==> src/rtl/core/ldr_pkg.sv <==
// Shared types, constants and register codes for the lens undistortion remap block.
`timescale 1ns / 1ps

package ldr_pkg;

  localparam int FRAME_WIDTH_DEF  = 752;
  localparam int FRAME_HEIGHT_DEF = 480;

  localparam int CFG_AW  = 5;
  localparam int RECIP_W = 41;
  localparam int FOC_W   = 20;
  localparam int COEF_W  = 32;

  localparam logic signed [COEF_W-1:0] K1_RST = -32'sd304307141;
  localparam logic signed [COEF_W-1:0] K2_RST = 32'sd79412947;
  localparam logic signed [COEF_W-1:0] P1_RST = 32'sd207866;
  localparam logic signed [COEF_W-1:0] P2_RST = 32'sd18918;
  localparam logic [FOC_W-1:0] FX_RST = 20'd117415;
  localparam logic [FOC_W-1:0] FY_RST = 20'd117068;
  localparam logic [FOC_W-1:0] CX_RST = 20'd94007;
  localparam logic [FOC_W-1:0] CY_RST = 20'd63584;

  localparam logic [RECIP_W-1:0] RECIP_X_RST = RECIP_W'((64'd1 << 40) / 64'd117415);
  localparam logic [RECIP_W-1:0] RECIP_Y_RST = RECIP_W'((64'd1 << 40) / 64'd117068);

  typedef enum logic [2:0] {
    REG_K1      = 3'd0,
    REG_K2      = 3'd1,
    REG_P1      = 3'd2,
    REG_P2      = 3'd3,
    REG_FOCAL_X = 3'd4,
    REG_FOCAL_Y = 3'd5,
    REG_CENT_X  = 3'd6,
    REG_CENT_Y  = 3'd7
  } ldr_reg_t;

  typedef struct packed {
    logic signed [COEF_W-1:0] k1;
    logic signed [COEF_W-1:0] k2;
    logic signed [COEF_W-1:0] p1;
    logic signed [COEF_W-1:0] p2;
    logic [FOC_W-1:0]         fx;
    logic [FOC_W-1:0]         fy;
    logic [FOC_W-1:0]         cx;
    logic [FOC_W-1:0]         cy;
    logic [RECIP_W-1:0]       rx;
    logic [RECIP_W-1:0]       ry;
  } ldr_coef_t;

  typedef struct packed {
    logic       vld;
    logic       fetch;
    logic [9:0] col;
    logic [8:0] row;
    logic [7:0] pix;
  } ldr_ctl_t;

endpackage

==> src/rtl/core/ldr_recip.sv <==
// Bit-serial restoring divider forming floor(2^40 / f) for a focal length.
`timescale 1ns / 1ps

module ldr_recip #(
  parameter logic [ldr_pkg::RECIP_W-1:0] RST_RECIP = ldr_pkg::RECIP_X_RST
) (
  input  logic                        clk,
  input  logic                        rst_n,
  input  logic                        start,
  input  logic [ldr_pkg::FOC_W-1:0]   divisor,
  output logic                        busy,
  output logic [ldr_pkg::RECIP_W-1:0] recip
);

  localparam int FW = ldr_pkg::FOC_W;
  localparam int QW = ldr_pkg::RECIP_W;
  localparam logic [5:0] LAST = 6'(QW - 1);

  logic          busy_r;
  logic [5:0]    cnt_r;
  logic [FW-1:0] rem_r, rem_nxt;
  logic [FW-1:0] div_r;
  logic [QW-1:0] q_r, q_nxt;
  logic [QW-1:0] recip_r;
  logic [FW:0]   trial;
  logic          ge;

  always_comb begin
    trial   = {rem_r, (cnt_r == 6'd0)};
    ge      = trial >= {1'b0, div_r};
    rem_nxt = ge ? FW'(trial - {1'b0, div_r}) : trial[FW-1:0];
    q_nxt   = {q_r[QW-2:0], ge};
  end

  always_ff @(posedge clk) begin
    if (!rst_n) begin
      busy_r  <= 1'b0;
      cnt_r   <= '0;
      recip_r <= RST_RECIP;
    end else if (start) begin
      busy_r <= 1'b1;
      cnt_r  <= '0;
    end else if (busy_r) begin
      cnt_r <= cnt_r + 6'd1;
      if (cnt_r == LAST) begin
        busy_r  <= 1'b0;
        recip_r <= q_nxt;
      end
    end
  end

  always_ff @(posedge clk) begin
    if (start) begin
      rem_r <= '0;
      q_r   <= '0;
      div_r <= (divisor == '0) ? FW'(1) : divisor;
    end else if (busy_r) begin
      rem_r <= rem_nxt;
      q_r   <= q_nxt;
    end
  end

  assign busy  = busy_r;
  assign recip = recip_r;

endmodule

==> src/rtl/core/ldr_cfg.sv <==
// Configuration register file with APB access and focal reciprocal units.
`timescale 1ns / 1ps

module ldr_cfg (
  input  logic                       clk,
  input  logic                       rst_n,
  input  logic                       psel,
  input  logic                       penable,
  input  logic                       pwrite,
  input  logic [ldr_pkg::CFG_AW-1:0] paddr,
  input  logic [31:0]                pwdata,
  output logic [31:0]                prdata,
  output ldr_pkg::ldr_coef_t         coef,
  output logic                       busy
);

  localparam int FW = ldr_pkg::FOC_W;

  logic signed [31:0] k1_r, k2_r, p1_r, p2_r;
  logic [FW-1:0]      fx_r, fy_r, cx_r, cy_r;
  logic               wr;
  ldr_pkg::ldr_reg_t  idx;
  logic               busy_x, busy_y;
  logic [ldr_pkg::RECIP_W-1:0] rx, ry;

  assign idx = ldr_pkg::ldr_reg_t'(paddr[4:2]);
  assign wr  = psel && penable && pwrite;

  always_ff @(posedge clk) begin
    if (!rst_n) begin
      k1_r <= ldr_pkg::K1_RST;
      k2_r <= ldr_pkg::K2_RST;
      p1_r <= ldr_pkg::P1_RST;
      p2_r <= ldr_pkg::P2_RST;
      fx_r <= ldr_pkg::FX_RST;
      fy_r <= ldr_pkg::FY_RST;
      cx_r <= ldr_pkg::CX_RST;
      cy_r <= ldr_pkg::CY_RST;
    end else if (wr) begin
      case (idx)
        ldr_pkg::REG_K1:      k1_r <= pwdata;
        ldr_pkg::REG_K2:      k2_r <= pwdata;
        ldr_pkg::REG_P1:      p1_r <= pwdata;
        ldr_pkg::REG_P2:      p2_r <= pwdata;
        ldr_pkg::REG_FOCAL_X: fx_r <= pwdata[FW-1:0];
        ldr_pkg::REG_FOCAL_Y: fy_r <= pwdata[FW-1:0];
        ldr_pkg::REG_CENT_X:  cx_r <= pwdata[FW-1:0];
        ldr_pkg::REG_CENT_Y:  cy_r <= pwdata[FW-1:0];
        default: ;
      endcase
    end
  end

  always_comb begin
    case (idx)
      ldr_pkg::REG_K1:      prdata = k1_r;
      ldr_pkg::REG_K2:      prdata = k2_r;
      ldr_pkg::REG_P1:      prdata = p1_r;
      ldr_pkg::REG_P2:      prdata = p2_r;
      ldr_pkg::REG_FOCAL_X: prdata = {12'd0, fx_r};
      ldr_pkg::REG_FOCAL_Y: prdata = {12'd0, fy_r};
      ldr_pkg::REG_CENT_X:  prdata = {12'd0, cx_r};
      ldr_pkg::REG_CENT_Y:  prdata = {12'd0, cy_r};
      default:              prdata = '0;
    endcase
  end

  ldr_recip #(.RST_RECIP(ldr_pkg::RECIP_X_RST)) u_recip_x (
    .clk     (clk),
    .rst_n   (rst_n),
    .start   (wr && (idx == ldr_pkg::REG_FOCAL_X)),
    .divisor (pwdata[FW-1:0]),
    .busy    (busy_x),
    .recip   (rx)
  );

  ldr_recip #(.RST_RECIP(ldr_pkg::RECIP_Y_RST)) u_recip_y (
    .clk     (clk),
    .rst_n   (rst_n),
    .start   (wr && (idx == ldr_pkg::REG_FOCAL_Y)),
    .divisor (pwdata[FW-1:0]),
    .busy    (busy_y),
    .recip   (ry)
  );

  assign busy = busy_x || busy_y;

  always_comb begin
    coef.k1 = k1_r;
    coef.k2 = k2_r;
    coef.p1 = p1_r;
    coef.p2 = p2_r;
    coef.fx = fx_r;
    coef.fy = fy_r;
    coef.cx = cx_r;
    coef.cy = cy_r;
    coef.rx = rx;
    coef.ry = ry;
  end

endmodule

==> config.mk <==
export PLATFORM = sky130hd
export DESIGN_NAME = ldr_cfg
export DESIGN_NICKNAME = d
export VERILOG_FILES = /design/src/rtl/core/ldr_pkg.sv /design/src/rtl/core/ldr_recip.sv /design/src/rtl/core/ldr_cfg.sv
export SDC_FILE = /design/constraint.sdc
export NUM_CORES = 1
export LEC_CHECK = 0
export BUFFER_PORTS_ARGS = -buffer_cell sky130_fd_sc_hd__buf_2
export CAP_MARGIN = 10
export CORE_MARGIN = 2
export CORE_UTILIZATION = 40
export DETAILED_ROUTE_END_ITERATION = 8
export SYNTH_ARGS = -nofsm -noshare
export SYNTH_HDL_FRONTEND = slang
export SYNTH_HIERARCHICAL = 1
export SYNTH_SLANG_ARGS = --single-unit
==> constraint.sdc <==
create_clock -name clk -period 7.65 [get_ports clk]
set_input_delay 0.3825 -clock clk [delete_from_list [all_inputs] [get_ports clk]]
set_output_delay 0.3825 -clock clk [all_outputs]
set_load 0.005 [all_outputs]
# Yosys cells after proc, flatten, opt, wreduce, memory -nomap -nowiden
# Cells that the tools add are included.
# W data, S select, Z words.
# word_totals
out_inout_bits,323
elab_cells,69
memories,0
ram_bits,0
romBits,0
latch_bits,0
ff_bits,464
in_bits,42
# classes
mux,10
shift,0
n_addsub,4
magnitude_cmp,2
bitwise,3
div_mod_pow,0
eq_ne,9
reduce_logical,21
mul,0
# op_table
cell,n
$pmux W32 S8,1
$mux W20,3
$ge A21 B20 Y1,2
$sub A20 B20 Y20,2
$logic_not A20 Y1,1
$reduce_and A2 Y1,8
$add A6 B1 Y6 const B,2
$eq A3 B3 Y1 const B,4
$eq A6 B6 Y1 const B,2
$logic_not A6 Y1,2
$eq A3 B2 Y1 const B,2
$mux W1,6
$reduce_and A3 Y1,2
$logic_and A1 B1 Y1,4
$reduce_or A2 Y1,2
$eq A3 B1 Y1 const B,1
$logic_not A3 Y1,1
$not A1 Y1,3
$logic_or A1 B1 Y1,1

# Longest topological paths before layout
# logic_depth
word_depth,5
ltp_mapped,13
mapped_depth_nobuf,13

# By module
# The synthesis kept the hierarchy.
# modules_own_cells
module,area_each_um2,cells_per_inst,seq_area_each_um2,n_inst
ldr_cfg,9500.4,1148,4164.0,1
ldr_recip at u_recip_x,5988.2,653,2762.6,1
ldr_recip at u_recip_y,5964.5,683,2762.6,1

# Least setup slack after synthesis
# No wires, ideal clock.
# synth_timing
path_kind,reg2reg
startpoint,register u_recip_x.cnt_r[0]
endpoint,register u_recip_x.rem_r[0]
slack_ns,4.854
synth_period_minus_slack_ns,2.796
setup_ns,0.086
path_stages_with_launch,12
n_path_buf,0
t_arrival_ns,2.710
required_ns,7.564
cell_sequence,dfxtp_1 -> inv_1 -> ha_1 -> nor3b_1 -> nand2_1 -> ha_1 -> nand3_1 -> or4_4 -> o221a_4 -> o221ai_4 -> mux2_2 -> a211oi_1
# synth_between
elab_chain_cells,3
elab_cells_between_ends,4
classes_between,1 x add/sub; 1 x order compare; 1 x mux; 1 x reduce/logical
# synth_lines
element,line_no,source
start: declaration,ldr_recip.sv:20,logic [5:0] cnt_r;
start signal: assignment,ldr_recip.sv:44,cnt_r <= cnt_r + 6'd1;
$logic_not A6 Y1 (*),ldr_recip.sv:29,"trial = {rem_r, (cnt_r == 6'd0)};"
$sub A20 B20 Y20 or $ge A21 B20 Y1 (tied branches),"ldr_recip.sv:31, ldr_recip.sv:30",
$mux W20 (*),ldr_recip.sv:31,"rem_nxt = ge ? FW'(trial - {1'b0, div_r}) : trial[FW-1:0];"
end signal: assignment,ldr_recip.sv:58,rem_r <= rem_nxt;
end: declaration,ldr_recip.sv:21,"logic [FW-1:0] rem_r, rem_nxt;"
# Mark *: on every way between the ends. The rest lies on a longest branch, timed or not.
# A chain may end at the register's enable or synchronous reset.

# Worst setup path after layout
# layout_timing
startpoint,input paddr[2] (netlist bit)
endpoint,register u_recip_x.recip_r[32] (netlist: u_recip_x/recip[32])
# layout_between
elab_chain_cells,4
# layout_lines
element,line_no,source
start: declaration,ldr_cfg.sv:10,"input logic [ldr_pkg::CFG_AW-1:0] paddr,"
$eq A3 B3 Y1,ldr_cfg.sv:71,".start (wr && (idx == ldr_pkg::REG_FOCAL_X)),"
$logic_and A1 B1 Y1,ldr_cfg.sv:71,
$not A1 Y1 (no source line),n/a,
$reduce_and A3 Y1 (no source line),n/a,
end signal: assignment,ldr_recip.sv:47,recip_r <= q_nxt;
end: declaration,ldr_recip.sv:24,logic [QW-1:0] recip_r;
# No other way between the ends.

==> results.cfg <==
[run_status]
status = finished, final reports clean

[floorplanning]
die_area_um2 = 55500
die_h_um = 235.6
io_pins = 365
start_util_pct = 40.66
rows = 84
die_x_um = 235.6
core_area_um2 = 52760

[detailed_routing]
drt-vias-per-instance = 5.390
drt-met1-wl_mm = 27.88
drt_iter0_drc = 1278
antenna_left = 0
routed_wl_mm = 69.62
wire_per_inst_um = 20.32
met3_length_mm = 5.765
top_layer = met5
via_count = 18466
drc = 0
firstDrtPassIters = 5
wl_met2_mm = 32.91

[pwr]
power_frac_clock_pct = 34.1
p_per_area_nw_per_um2 = 278.1
p_leak_nw = 10.38
switchingPower_mw = 2.153
combPwrFrac_pct = 23.1
total_power_mw = 6.914
ir_drop_uv = 171.8
p_int_mw = 4.762
share_seq_of_total_power_pct = 42.8
swShare_pct = 31.13

[setup_path]
crit_chain = buf_4 > nand2b_1 > or2_1 > clkinv_2 > inv_1 > nand2_1 > nor2_4 > nand2_1 > a21boi_0
worst_r2r_endpoint = u_recip_x/rem_r[0]$_SDFFE_PP0P_
slowest_delay_ps = 850
critical-path-slowest-cell = clkinv_2
path_buf_inv = 3
critPathCaptureType = flip-flop
criticalPathCategory = input pin to flip-flop
required_ps = 8140
cp_common_cell = nand2_1
cp_top_family = simple AND/OR/NAND/NOR gates
rr_worst_depth = 12
critPathMaxFanout = 43
start_kind = input pin
worstReg2RegStart = u_recip_x/cnt_r[0]$_SDFFE_PP0P_
worstPathArrival_ps = 4390
r2r_slack_ps = 3980

[layout]
nets = 2786
drive_above_1_share_pct = 20.13
area_growth_syn_to_layout_pct = 15.89

[synth]
synth_fp_nets = 2572
yosysUniqueCellTypes = 90
synth_area_leaders = dfxtp_1, nand2_1, mux2i_1
yosys.area_share.simple_pct = 21.34
synth_xor_area_share_pct = 1.388
async_reset_ff_share_pct = 0
muxShareOfSynthArea_pct = 8.037
yosysTopAreaCell = dfxtp_1
ys_seq_elements = 464
syn_area_per_cell_um2 = 8.637
syn_inst = 2484
syn_area_um2 = 21450
synth_enable_flop_cells = 40
yosysWarnings = 6
synth_flop_cell = dfxtp_1
synth_compound_area_share_pct = 14.93
post-synth-top-area-fraction_pct = 39.57
synth_adder_area_share_pct = 2.753
ys_seq_area_share_pct = 45.17
synth_top_family_by_area = simple AND/OR/NAND/NOR gates

[hold_path]
min_to = k1_r[26]$_SDFFE_PN1P_
min_path_type = input pin to flip-flop
hold_depth = 3
hp-start = pwdata[26]

[cts]
cts_hold_buf = 0
cts_max_level = 2
root_buffer = clkbuf_16
numCtsBuffers = 51
clk_pin_slew_ps = 60
clockBufferDepth = 3
post_cts_buffers = 0
cts_sinks = 464
cts_resized = 0
cts_tree = built
clk_latency_ps = 600

[placed_design]
dp_hpwl_mm = 47.13
numPortBuffers = 362
routabilityCongestion = 0.8712

[global_route]
grtUsageTotal_pct = 24.27
grt_pass1_vias = 17600
grt_pass1_wl_mm = 106.0
grt.overflow.total = 0
antenna_found_initial = 3
grt_max_degree = 119

[sta]
period_share_pct = 51.01
fin_skew_ps = 36.14
finalHoldViolCount = 0
setup_viol_count_final = 0
rsz0062_at_grt = no
hold_ws_ps = 47.97
finalSetupTns_ps = 0
min_period_ps = 3902
slew_headroom_pct = 23.73
worstMarginPinSlew_ps = 1144
slew_viol_final = 0
fmax_ghz = 0.2563

[flow_run]
drv_cap = 0
-- worst reg2reg max path, delay by kind of cell, from the launching register on --
kind / cells / cell delay, ps
and+or+nand+nor: 4 / 770
adders and majority gates: 2 / 390
AOI/OAI and AO/OA: 4 / 1570
muxes: 1 / 430
buffers and inverters: 1 / 70
DFF: 1 / 340
-- metrics by stage --
stage / area [um^2] / setup slack, ps / cells / util (%)
6_report: 24860 / 3748 / 3426 / 47.12
4_1_cts: 24860 / 3777 / 3425 / 47.12
3_5_place_dp: 23260 / 3187 / 3333 / 44.09
2_1_floorplan: 21450 / 4854 / 2484 / -
5_1_grt: 24860 / 3428 / 3425 / 47.12
3_3_place_gp: 23260 / 3323 / 3333 / 44.09
-- cell families after synthesis --
family,Yosys count
and+or+nand+nor,1079
adders and majority gates,46
DFF,464
buffers and inverters,300
muxes,152
AOI/OAI and AO/OA,409
xor gates and xnor gates,34
-- worst max-delay path by stage --
stage / from / end / slack [ps] / cells after the start
2_1_floorplan: u_recip_x/cnt_r[0]$_SDFFE_PP0P_ / u_recip_x/rem_r[0]$_SDFFE_PP0P_ / 4850 / 11
3_3_place_gp: paddr[3] / u_recip_x/recip[32]$_SDFFE_PN0P_ / 3320 / 9
3_5_place_dp: paddr[2] / u_recip_x/recip[32]$_SDFFE_PN0P_ / 3190 / 9
4_1_cts: paddr[2] / u_recip_x/recip[32]$_SDFFE_PN0P_ / 3780 / 9
5_1_grt: paddr[2] / u_recip_x/recip[12]$_SDFFE_PN0P_ / 3430 / 9
6_report: paddr[2] / u_recip_x/recip[32]$_SDFFE_PN0P_ / 3750 / 9
-- flip-flops by register name (all words and copies together) (netlist names), 32 cells and up --
name	cells
k1_r	32
u_recip_x/recip	41
u_recip_y/q_r	40
k2_r	32
p1_r	32
u_recip_y/recip	41
p2_r	32
u_recip_x/q_r	40
-- routing by layer --
layer,GRT usage [%],vias up
li1,-,8835
met1,29.39,8818
met2,40.51,667
met3,6.719,142
met4,10.23,4
met5,0,-
-- cell usage in the layout, fill, tap and decap left out, drive strengths merged, types with 18 or more instances in the layout --
master / instances
dfxtp: 424
a21oi: 51
ha: 44
nand3: 133
buf: 382
nand2: 636
a21boi: 169
nor2: 187
xnor2: 18
mux2i: 122
inv: 80
clkbuf: 78
mux2: 18
o21ai: 22
a221oi: 32
nor2b: 22
edfxtp: 40
a211oi: 20
-- power by group through the flow --
stage	registers, mW	logic (mW)	clock network, mW
global route	3.00	1.78	2.52
global placement	3.00	1.54	0
CTS	2.96	1.59	2.42
finish	2.96	1.60	2.36
detailed placement	3.01	1.57	0
floorplan	2.95	1.27	0
-- final cells by class --
type / count / area, um^2
sequential: 464 / 9697
clock buffer: 77 / 1505
multi-input combinational: 1720 / 10420
fill: 5130 / 27900
clock inverter: 15 / 93.84
tap: 688 / 860.8
antenna: 1 / 2.502
timing repair buffer: 383 / 1983
inverter: 78 / 295.3
-- Yosys cell counts (4+ instances only) --
library cell / instances
a211oi_1: 20
a21boi_0: 138
a21boi_1: 31
a21oi_1: 51
a221oi_1: 14
a221oi_2: 18
a22o_1: 17
a311oi_1: 9
a31o_2: 4
a31oi_1: 4
and3_1: 6
buf_1: 4
buf_2: 42
buf_4: 25
buf_6: 6
clkbuf_1: 139
dfxtp_1: 424
edfxtp_1: 40
ha_1: 44
inv_1: 76
mux2_2: 10
mux2_4: 8
mux2i_1: 122
mux4_2: 12
nand2_1: 635
nand2b_1: 13
nand3_1: 133
nand4_1: 16
nor2_1: 187
nor2b_1: 22
nor3_1: 12
nor4_1: 11
o2111ai_1: 4
o211ai_1: 17
o21a_1: 8
o21ai_0: 22
o22ai_1: 5
o31ai_1: 10
or2_2: 10
or3_1: 9
xnor2_1: 18
xor2_1: 16
Note: power is estimated with default switching activity, not from simulation.
